## config.mk

```make
export PLATFORM = sky130hd
export DESIGN_NAME = vnmd_div
export DESIGN_NICKNAME = d
export VERILOG_FILES = /design/src/hw/rtl/vnmd_pkg.sv /design/src/hw/rtl/vnmd_div.sv
export SDC_FILE = /design/constraint.sdc
export NUM_CORES = 1
export LEC_CHECK = 0
export ABC_AREA = 0
export BUFFER_PORTS_ARGS = -buffer_cell sky130_fd_sc_hd__buf_2
export CAP_MARGIN = 10
export CORE_MARGIN = 4
export CORE_UTILIZATION = 45
export CTS_CLUSTER_DIAMETER = 150
export CTS_CLUSTER_SIZE = 28
export DETAILED_ROUTE_END_ITERATION = 8
export GPL_TIMING_DRIVEN = 0
export PLACE_DENSITY = 0.69
export REMOVE_ABC_BUFFERS = 1
export SLEW_MARGIN = 20
export SYNTH_ARGS = -nofsm -noshare
export SYNTH_HDL_FRONTEND = slang
export SYNTH_SLANG_ARGS = --single-unit
```

## constraint.sdc

```tcl
create_clock -name clk -period 5.4 [get_ports clk]
set_input_delay 0.27 -clock clk [delete_from_list [all_inputs] [get_ports clk]]
set_output_delay 0.27 -clock clk [all_outputs]
set_load 0.005 [all_outputs]
```

## src/hw/rtl/vnmd_pkg.sv

```systemverilog
// Shared types and constants for the volume nonzero-mean decimator.
package vnmd_pkg;

    localparam int VOXEL_W           = 8;
    localparam int HALF_SIDE_W       = 8;
    localparam int SUM_W             = 11;
    localparam int CNT_W             = 4;
    localparam int DIV_W             = 12;
    localparam int MAX_HALF_SIDE_DEF = 128;

    localparam logic [HALF_SIDE_W-1:0] HALF_SIDE_RESET = 8'd128;
    localparam logic [SUM_W-1:0]       SUM_MAX         = 11'd2047;
    localparam logic [CNT_W-1:0]       CNT_MAX         = 4'd15;
    localparam logic [VOXEL_W-1:0]     MEAN_MAX        = 8'd255;

    typedef enum logic [1:0] {
        S_IDLE,
        S_READ,
        S_DIV,
        S_OUT
    } state_t;

endpackage

```

## src/hw/rtl/vnmd_div.sv

```systemverilog
// Restoring divider, one quotient bit per cycle, for the group mean.
module vnmd_div
    import vnmd_pkg::*;
(
    input  logic             clk,
    input  logic             rst_n,
    input  logic             start,
    input  logic [DIV_W-1:0] dividend,
    input  logic [CNT_W-1:0] divisor,
    output logic             done,
    output logic [DIV_W-1:0] quotient
);

    localparam int STEP_W = $clog2(DIV_W);

    logic              busy_reg;
    logic              done_reg;
    logic [STEP_W-1:0] step_reg;
    logic [CNT_W-1:0]  rem_reg;
    logic [CNT_W-1:0]  div_reg;
    logic [DIV_W-1:0]  quo_reg;

    logic [CNT_W:0]    trial;
    logic              fits;

    // Shift the next dividend bit into the partial remainder and test it
    always_comb
    begin
        trial = {rem_reg, quo_reg[DIV_W-1]};
        fits  = (trial >= {1'b0, div_reg});
    end

    // Control: count the steps and flag the end
    always_ff @(posedge clk or negedge rst_n)
    begin
        if (!rst_n)
        begin
            busy_reg <= 1'b0;
            done_reg <= 1'b0;
            step_reg <= '0;
        end
        else
        begin
            done_reg <= 1'b0;
            if (start)
            begin
                busy_reg <= 1'b1;
                step_reg <= '0;
            end
            else if (busy_reg)
            begin
                step_reg <= step_reg + STEP_W'(1);
                if (step_reg == STEP_W'(DIV_W - 1))
                begin
                    busy_reg <= 1'b0;
                    done_reg <= 1'b1;
                end
            end
        end
    end

    // Datapath: restore or subtract, shift the quotient bit in
    always_ff @(posedge clk)
    begin
        if (start)
        begin
            quo_reg <= dividend;
            rem_reg <= '0;
            div_reg <= divisor;
        end
        else if (busy_reg)
        begin
            rem_reg <= fits ? CNT_W'(trial - {1'b0, div_reg}) : CNT_W'(trial);
            quo_reg <= {quo_reg[DIV_W-2:0], fits};
        end
    end

    assign done     = done_reg;
    assign quotient = quo_reg;

endmodule

```

# Word level (Yosys, flattened, before mapping)
# Cells that the tools add are included.
dict set report totals {
  word_cells 22
  reg_bits 26
  out_inout_bits 13
}
dict set report op_classes {
  eq_ne 1
  add_sub_neg 2
  n_lt_le_gt_ge 1
  reduce_logical 1
  n_mux 11
}
# op n
set op_table {}
lappend op_table {{$mux W12} 2}
lappend op_table {{$mux W4} 3}
lappend op_table {{$mux W1} 6}
lappend op_table {{$ge A5 B4 Y1} 1}
lappend op_table {{$add A4 B1 Y4 const B} 1}
lappend op_table {{$eq A4 B4 Y1 const B} 1}
lappend op_table {{$sub A4 B4 Y4} 1}
lappend op_table {{$reduce_bool A2 Y1} 1}

# Longest topological paths before layout
# Gate-level depths: netlist of run 1.
dict set report logic_depth {
  word_depth 4
  mapped_depth 6
  mapped_depth_nobuf 6
}

# Least setup slack after synthesis of run 1
# No wires, ideal clock.
dict set report synth_path {
  kind {register to register}
  from {register div_reg[1]}
  to {register quo_reg[0] (netlist: quotient[0]), data pin}
  period_less_slack_ns 1.815
  t_required_ns 5.140
  slack_ns 3.585
  stages_incl_launch_ff 7
  n_path_buf 0
  arrival_time_ns 1.555
  setup_time_ns 0.260
  cell_sequence {edfxtp_1 -> inv_1 -> ha_1 -> nor2b_1 -> o221a_4 -> or2_4 -> mux2_2}
}
dict set report synth_via {
  elab_chain_cells 3
}
# item line
set synth_rtl {}
lappend synth_rtl {{start, declared} vnmd_div.sv:20} ;# logic [CNT_W-1:0] div_reg;
lappend synth_rtl {{start signal, assigned} vnmd_div.sv:69} ;# div_reg <= divisor;
lappend synth_rtl {{$ge A5 B4 Y1} vnmd_div.sv:30} ;# fits = (trial >= {1'b0, div_reg});
lappend synth_rtl {{$mux W12} vnmd_div.sv:71} ;# else if (busy_reg)
lappend synth_rtl {{$mux W12} vnmd_div.sv:65} ;# if (start)
lappend synth_rtl {{end signal, assigned} vnmd_div.sv:67} ;# quo_reg <= dividend;
lappend synth_rtl {{end signal, assigned} vnmd_div.sv:74} ;# quo_reg <= {quo_reg[DIV_W-2:0], fits};
lappend synth_rtl {{end, declared} vnmd_div.sv:21} ;# logic [DIV_W-1:0] quo_reg;
# No other way between the ends. The select of a mux whose other input is x is not followed.
# A chain may end at the register's enable or synchronous reset.

# Worst setup path in the final report of run 1
# Ends and elaborated chain as after synthesis.

==> impl_metrics.ini, run 1 <==
[run_status]
outcome = completed

[clock_network]
clk_pin_slew_ns = 0.15
cts_made_buffers = 3
postCtsSetupRepairBufs = 0
htree_levels = 1
tritoncts = yes
cts_buffer_depth = 2
insertion_delay_ns = 0.33
cts_root_buf = clkbuf_4
clock_sinks = 26

[worst_setup_path]
max_stage_delay_ns = 0.47
cp_top_family = flip-flops
cp_slowest_cell = edfxtp_1
criticalPathCategory = flop to flop
worstSetupEndpointType = flop
crit_arrival_ns = 2.08
cp_cell_sequence = inv_1 -> ha_1 -> nor2b_1 -> o221a_4 -> or2_4 -> mux2_2
cp_max_fo = 5
critPathBufInv = 1
start_kind = flop
cp.required_ns = 5.50

[yosys]
syn-cell-area_mm2 = 0.00123
avgSynthCellArea_um2 = 13.4
ys_warn_count = 0
synthFlopType = edfxtp_1
synth_top_area_share_pct = 38.9
ys_async_sr_fraction_pct = 23.1
synth-seq-area-share_pct = 57.6
ys_types = 31
synth_edf_count = 16
yosysTopAreaCell = edfxtp_1
synthCells = 92
synth.area.top_cells = edfxtp_1 39%, dfrtp_1 12%, mux2_2 11%, dfxtp_1 6.5%, ha_1 5.1%
synth_seq_cells = 26

[final_layout]
n_antenna_cell = 0
seq_area_um2 = 711
syn2layout_area_growth_pct = 19.8
utilization_pct = 58.1
final_cell_mix = 31 x buf_2, 16 x edfxtp_1, 12 x mux2_2
largest_reg_flops = 12
layout_commonest_cell = buf_2
nNetsFinal = 151
nFillCells = 220
multiInputGateArea_um2 = 489
final_cells = 155
drive_gt1_share_pct = 40.8

[min_path]
worstHoldPathType = primary input to flop

[flow_run]
maxCapViolCount = 0

[route]
drc = 0
dr.pass1.iters = 3
vias = 828
wl_mm = 2.26
final_antenna_net_count = 0
viasPerCell = 5.34
first_iter_violations = 17
wl_per_cell_um = 14.6

[placement]
routabilityCongestion = 0.749
port_buffers = 31
post-dp-hpwl_mm = 1.69
placed_cells = 150

[floorplan]
core_area_mm2 = 0.00254
fp.dieW_um = 60.4
io_pins = 32
dieArea_mm2 = 0.00364
initial_core_util_pct = 48.5
die_h_um = 60.4
rows = 18

[global_route]
grt_overflow = 0
grt_pass1_vias = 845
antenna_found_initial = 0
grt_pass1_wl_mm = 3.72
gr-usage-all-layers_pct = 13.5
grt_max_degree = 29

[power_and_ir_drop]
peakVddDrop_mv = 0.243
power_density_mw_per_mm2 = 379
leakage_nw = 0.659
power_uw = 560

[sta]
tightestPinTransition_ns = 0.529
finalCritPeriodShare_pct = 36.7
setup_tns_ns = 0
finalCriticalPeriod_ns = 1.98
hold_viol = 0
final-setup-viol-count = 0
rsz0062_at_grt = false
drv_slew = 0
slew_headroom_pct = 64.7
fmax_mhz = 505
fin_worst_skew_ns = 0.00674
-- Yosys cell counts, drive strengths merged (2+ instances only) --
cell     n
nor2b    3
nand4    2
edfxtp  16
xor2     3
buf      2
nor4b    2
dfrtp    6
o21bai   2
inv      6
or2      3
a21o     2
a311oi   2
o21ai    2
ha       5
o22ai    2
dfxtp    4
nor2     6
nand2    3
mux2    12
-- repair_timing --
action / in CTS / in global routing
gates resized for setup: 0 / 0
hold buffers: 1 / 0
endpoints found under the setup margin: 0 / 0
endpoints found under the hold margin: 6 / 0
-- layer usage --
layer  vias to the layer above  share of wire [%]  global-route usage (%)
met2                        20                 52                    23.6
met5                         -                  0                       0
met1                       399                 41                    16.6
met4                         0                1.6                    4.75
li1                        405                  -                       -
met3                         4                4.9                    2.34
-- where the power goes --
| part | internal [mW] | switching (mW) |
|---|---|---|
| clock | 0.0751 | 0.0614 |
| sequential | 0.247 | 0.0203 |
| combinational | 0.0799 | 0.0764 |
| total | 0.402 | 0.158 |
-- layout make-up --
| type | count | area share, % |
|---|---|---|
| inverter | 6 | 1.52 |
| timing repair buffer | 32 | 11.2 |
| multi-input combinational | 57 | 33.1 |
| clock inverter | 1 | 2.03 |
| clock buffer | 3 | 1.52 |
| sequential | 26 | 48.1 |
| tap | 30 | 2.54 |
-- cell families after synthesis --
logic type	synth area share [%]
compound gates	8.01
mux	11.8
simple gates	10.3
xor+xnor	2.84
buf+inv	2.74
fa+ha+maj	6.69
flops	57.6
-- path summary, 6_finish.rpt --
path                          endpoint        from  slack (ns)  cells past startpoint
setup / recovery           quotient[0]  div_reg[1]        3.42                      6
hold / removal              div_reg[0]  divisor[0]        0.11                      1
setup reg to reg           quotient[0]  div_reg[1]        3.42                      6
hold reg to reg             rem_reg[3]  rem_reg[3]        0.49                      2
max in group asynchronous  step_reg[1]       rst_n        4.99                      2
min in group asynchronous  step_reg[3]       rst_n        0.26                      2
-- worst register-to-register path, delay by kind of cell (launching register included) --
| kind | cells | cell delay, ns |
|---|---|---|
| AOI/OAI and AO/OA | 1 | 0.27 |
| muxes | 1 | 0.26 |
| and+or+nand+nor | 2 | 0.41 |
| adders and majority gates | 1 | 0.24 |
| buffers and inverters | 1 | 0.10 |
| DFF | 1 | 0.47 |
-- per-stage QoR --
step	instance area (µm²)	setup slack, ns	hold WS [ns]
floorplan	1220	3.59	-0.0256
CTS	1480	3.43	0.105
global route	1480	3.36	0.0859
global placement	1420	3.53	0.0938
detailed placement	1420	3.45	0.101
finish	1480	3.42	0.110
(Power assumes the default switching activity.)
==> run 2, diff against run 1 <==
--- a/config.mk
+++ b/config.mk
@@ -5,7 +5,7 @@
 export SDC_FILE = /design/constraint.sdc
 export NUM_CORES = 1
 export LEC_CHECK = 0
-export ABC_AREA = 0
+export ABC_AREA = 1
 export BUFFER_PORTS_ARGS = -buffer_cell sky130_fd_sc_hd__buf_2
 export CAP_MARGIN = 10
 export CORE_MARGIN = 4
@@ -14,7 +14,7 @@
 export CTS_CLUSTER_SIZE = 28
 export DETAILED_ROUTE_END_ITERATION = 8
 export GPL_TIMING_DRIVEN = 0
-export PLACE_DENSITY = 0.69
+export PLACE_DENSITY = 0.71
 export REMOVE_ABC_BUFFERS = 1
 export SLEW_MARGIN = 20
 export SYNTH_ARGS = -nofsm -noshare
==> constraint.sdc (replaced) <==
create_clock -name clk -period 1.8 [get_ports clk]
set_input_delay 0.09 -clock clk [delete_from_list [all_inputs] [get_ports clk]]
set_output_delay 0.09 -clock clk [all_outputs]
set_load 0.005 [all_outputs]
==> impl_metrics.ini, run 2 <==
[final_layout]
n_antenna_cell = 0
nFillCells = 241
final_cell_mix = 54 x nand2_1, 31 x buf_2, 16 x edfxtp_1
final_cells = 200
fin_area_mm2 = 0.00151
largest_reg_flops = 12
drive_gt1_share_pct = 27.1
syn2layout_area_growth_pct = 20.2
layout_commonest_cell = nand2_1
nNetsFinal = 196

[yosys]
synth-seq-area-share_pct = 56.6
synth.most_common_cell = nand2_1
yosysTopAreaCell = edfxtp_1
synth_common_cells = 54 x nand2_1, 16 x edfxtp_1, 11 x inv_1, 8 x nand3_1, 6 x dfrtp_1
synth_top_family_by_area = simple AND/OR/NAND/NOR gates
synth.area.top_cells = edfxtp_1 38%, nand2_1 16%, dfrtp_1 12%, dfxtp_1 6.4%, ha_1 5.0%
synth_top_area_share_pct = 38.3
synth-simple-area-share_pct = 27.3
synth_seq_cells = 26
syn-cell-area_mm2 = 0.00125
ys_async_sr_fraction_pct = 23.1
synth_xor_area_share_pct = 0.698
ys_types = 26
avgSynthCellArea_um2 = 9.44
ys_warn_count = 0
synth-compound-area-share_pct = 3.39
synth_edf_count = 16
synth_adder_area_share_pct = 6.58
synthFlopType = edfxtp_1
synthCells = 133
synthMuxAreaShare_pct = 0

[global_route]
grt_overflow = 0
grt.met2_usage_pct = 24.4
busiest_layer = met2
gr-usage-all-layers_pct = 13.6
met1_usage_pct = 17.3
met3_usage_pct = 2.34
antenna_found_initial = 0
grt_pass1_vias = 947
grt_max_degree = 21
grt_pass1_wl_mm = 3.87

[route]
final_antenna_net_count = 0
viasPerCell = 4.86
wl_mm = 2.32
vias = 971
drc = 0
dr.pass1.iters = 4
wl_per_cell_um = 11.6
first_iter_violations = 27

[placement]
place_area_mm2 = 0.00143
routabilityCongestion = 0.712
port_buffers = 31
post-dp-hpwl_mm = 1.75
placed_cells = 191

[clock_network]
cts_root_buf = clkbuf_4
insertion_delay_ns = 0.30
ctsResizeCount = 0
cts_made_buffers = 3
clock_sinks = 26
postCtsSetupRepairBufs = 0
tritoncts = yes
htree_levels = 1
cts_buffer_depth = 2
clk_pin_slew_ns = 0.13

[sta]
fmax_mhz = 677
slew_headroom_pct = 72.3
hold_slack_ns = 0.0422
rsz0062_at_grt = false
setup_tns_ns = 0
drv_slew = 0
fin_worst_skew_ns = 0.00130
hold_viol = 0
finalCritPeriodShare_pct = 82.0
finalCriticalPeriod_ns = 1.48
tightestPinTransition_ns = 0.416
final-setup-viol-count = 0

[power_and_ir_drop]
power_density_mw_per_mm2 = 1010
peakVddDrop_mv = 0.653
leakage_nw = 0.770
power_mw = 1.53

[run_status]
outcome = completed

[floorplan]
fp.dieW_um = 60.8
dieArea_mm2 = 0.00370
io_pins = 32
core_area_mm2 = 0.00257
die_h_um = 60.8
initial_core_util_pct = 48.9
rows = 18

[worst_setup_path]
cp.required_ns = 2.02
criticalPathCategory = flop to flop
cp_max_fo = 2
crit_arrival_ns = 1.69
start_kind = flop
worstSetupEndpointType = flop

[flow_run]
maxCapViolCount = 0

[min_path]
worstHoldPathType = primary input to flop
## run 2: changes by cell type after synthesis, moves of 3 or more
cell	delta
nor2b_1	-3
nand2_1	+51
inv_1	+5
nor2_1	-3
nand3_1	+8
inv_2	+3
buf_2	+3
mux2_2	-12
## run 2: cells by family after synthesis
| logic type | after synthesis |
|---|---|
| AND/OR/NAND/NOR | 76 |
| flip-flops | 26 |
| buffers and inverters | 17 |
| AO/OA/AOI/OAI | 7 |
| adder cells (fa/ha/maj) | 6 |
| XOR/XNOR | 1 |
## run 2: path summary, 6_finish.rpt
path | slack (ns) | depth (start not counted) | to | start
max | 0.32 | 7 | rem_reg[2] | quotient[11]
min | 0.04 | 3 | quotient[3] | dividend[3]
max reg2reg | 0.32 | 7 | rem_reg[2] | quotient[11]
min reg2reg | 0.47 | 2 | rem_reg[3] | rem_reg[3]
max in group asynchronous | 1.54 | 2 | done | rst_n
min in group asynchronous | 0.12 | 2 | busy_reg | rst_n
## run 2: layout make-up
class | instances | area, µm² | share of cell area (%)
clock buffers | 3 | 22.5 | 1.49
clock inverters | 1 | 3.75 | 0.249
multi-input cells | 90 | 477 | 31.6
inverters | 14 | 52.6 | 3.48
repair buffers | 36 | 205 | 13.6
flip-flops and latches | 26 | 711 | 47.1
well taps | 30 | 37.5 | 2.49
## run 2: routing by layer
| layer | routed length (µm) | vias to the layer above |
|---|---|---|
| li1 | - | 502 |
| met1 | 1070 | 445 |
| met2 | 1120 | 22 |
| met3 | 110 | 2 |
| met4 | 16 | 0 |
| met5 | 0 | - |
## run 2: power by group
part	internal, mW	switching (mW)
Clock	0.0808	0.157
Combinational	0.219	0.288
Sequential	0.729	0.0533
## run 2: what timing repair did
action,CTS,global route
hold buffers,5,0
hold endpoints to repair,10,0
setup endpoints to repair,0,0
## run 2: critical path, stage by stage (launching register included)
cell	delay (ns)
edfxtp_1	0.37
inv_1	0.06
ha_1	0.22
fa_1	0.40
xor2_1	0.15
nand2_1	0.07
nand3_1	0.07
nand2_1	0.05
## run 2: per-stage QoR
| step | setup WS [ns] | util, % |
|---|---|---|
| finish | 0.324 | 58.8 |
| floorplan | 0.433 | - |
| CTS | 0.300 | 58.8 |
| global placement | 0.395 | 55.8 |
| global route | 0.267 | 58.8 |
| detailed placement | 0.323 | 55.8 |
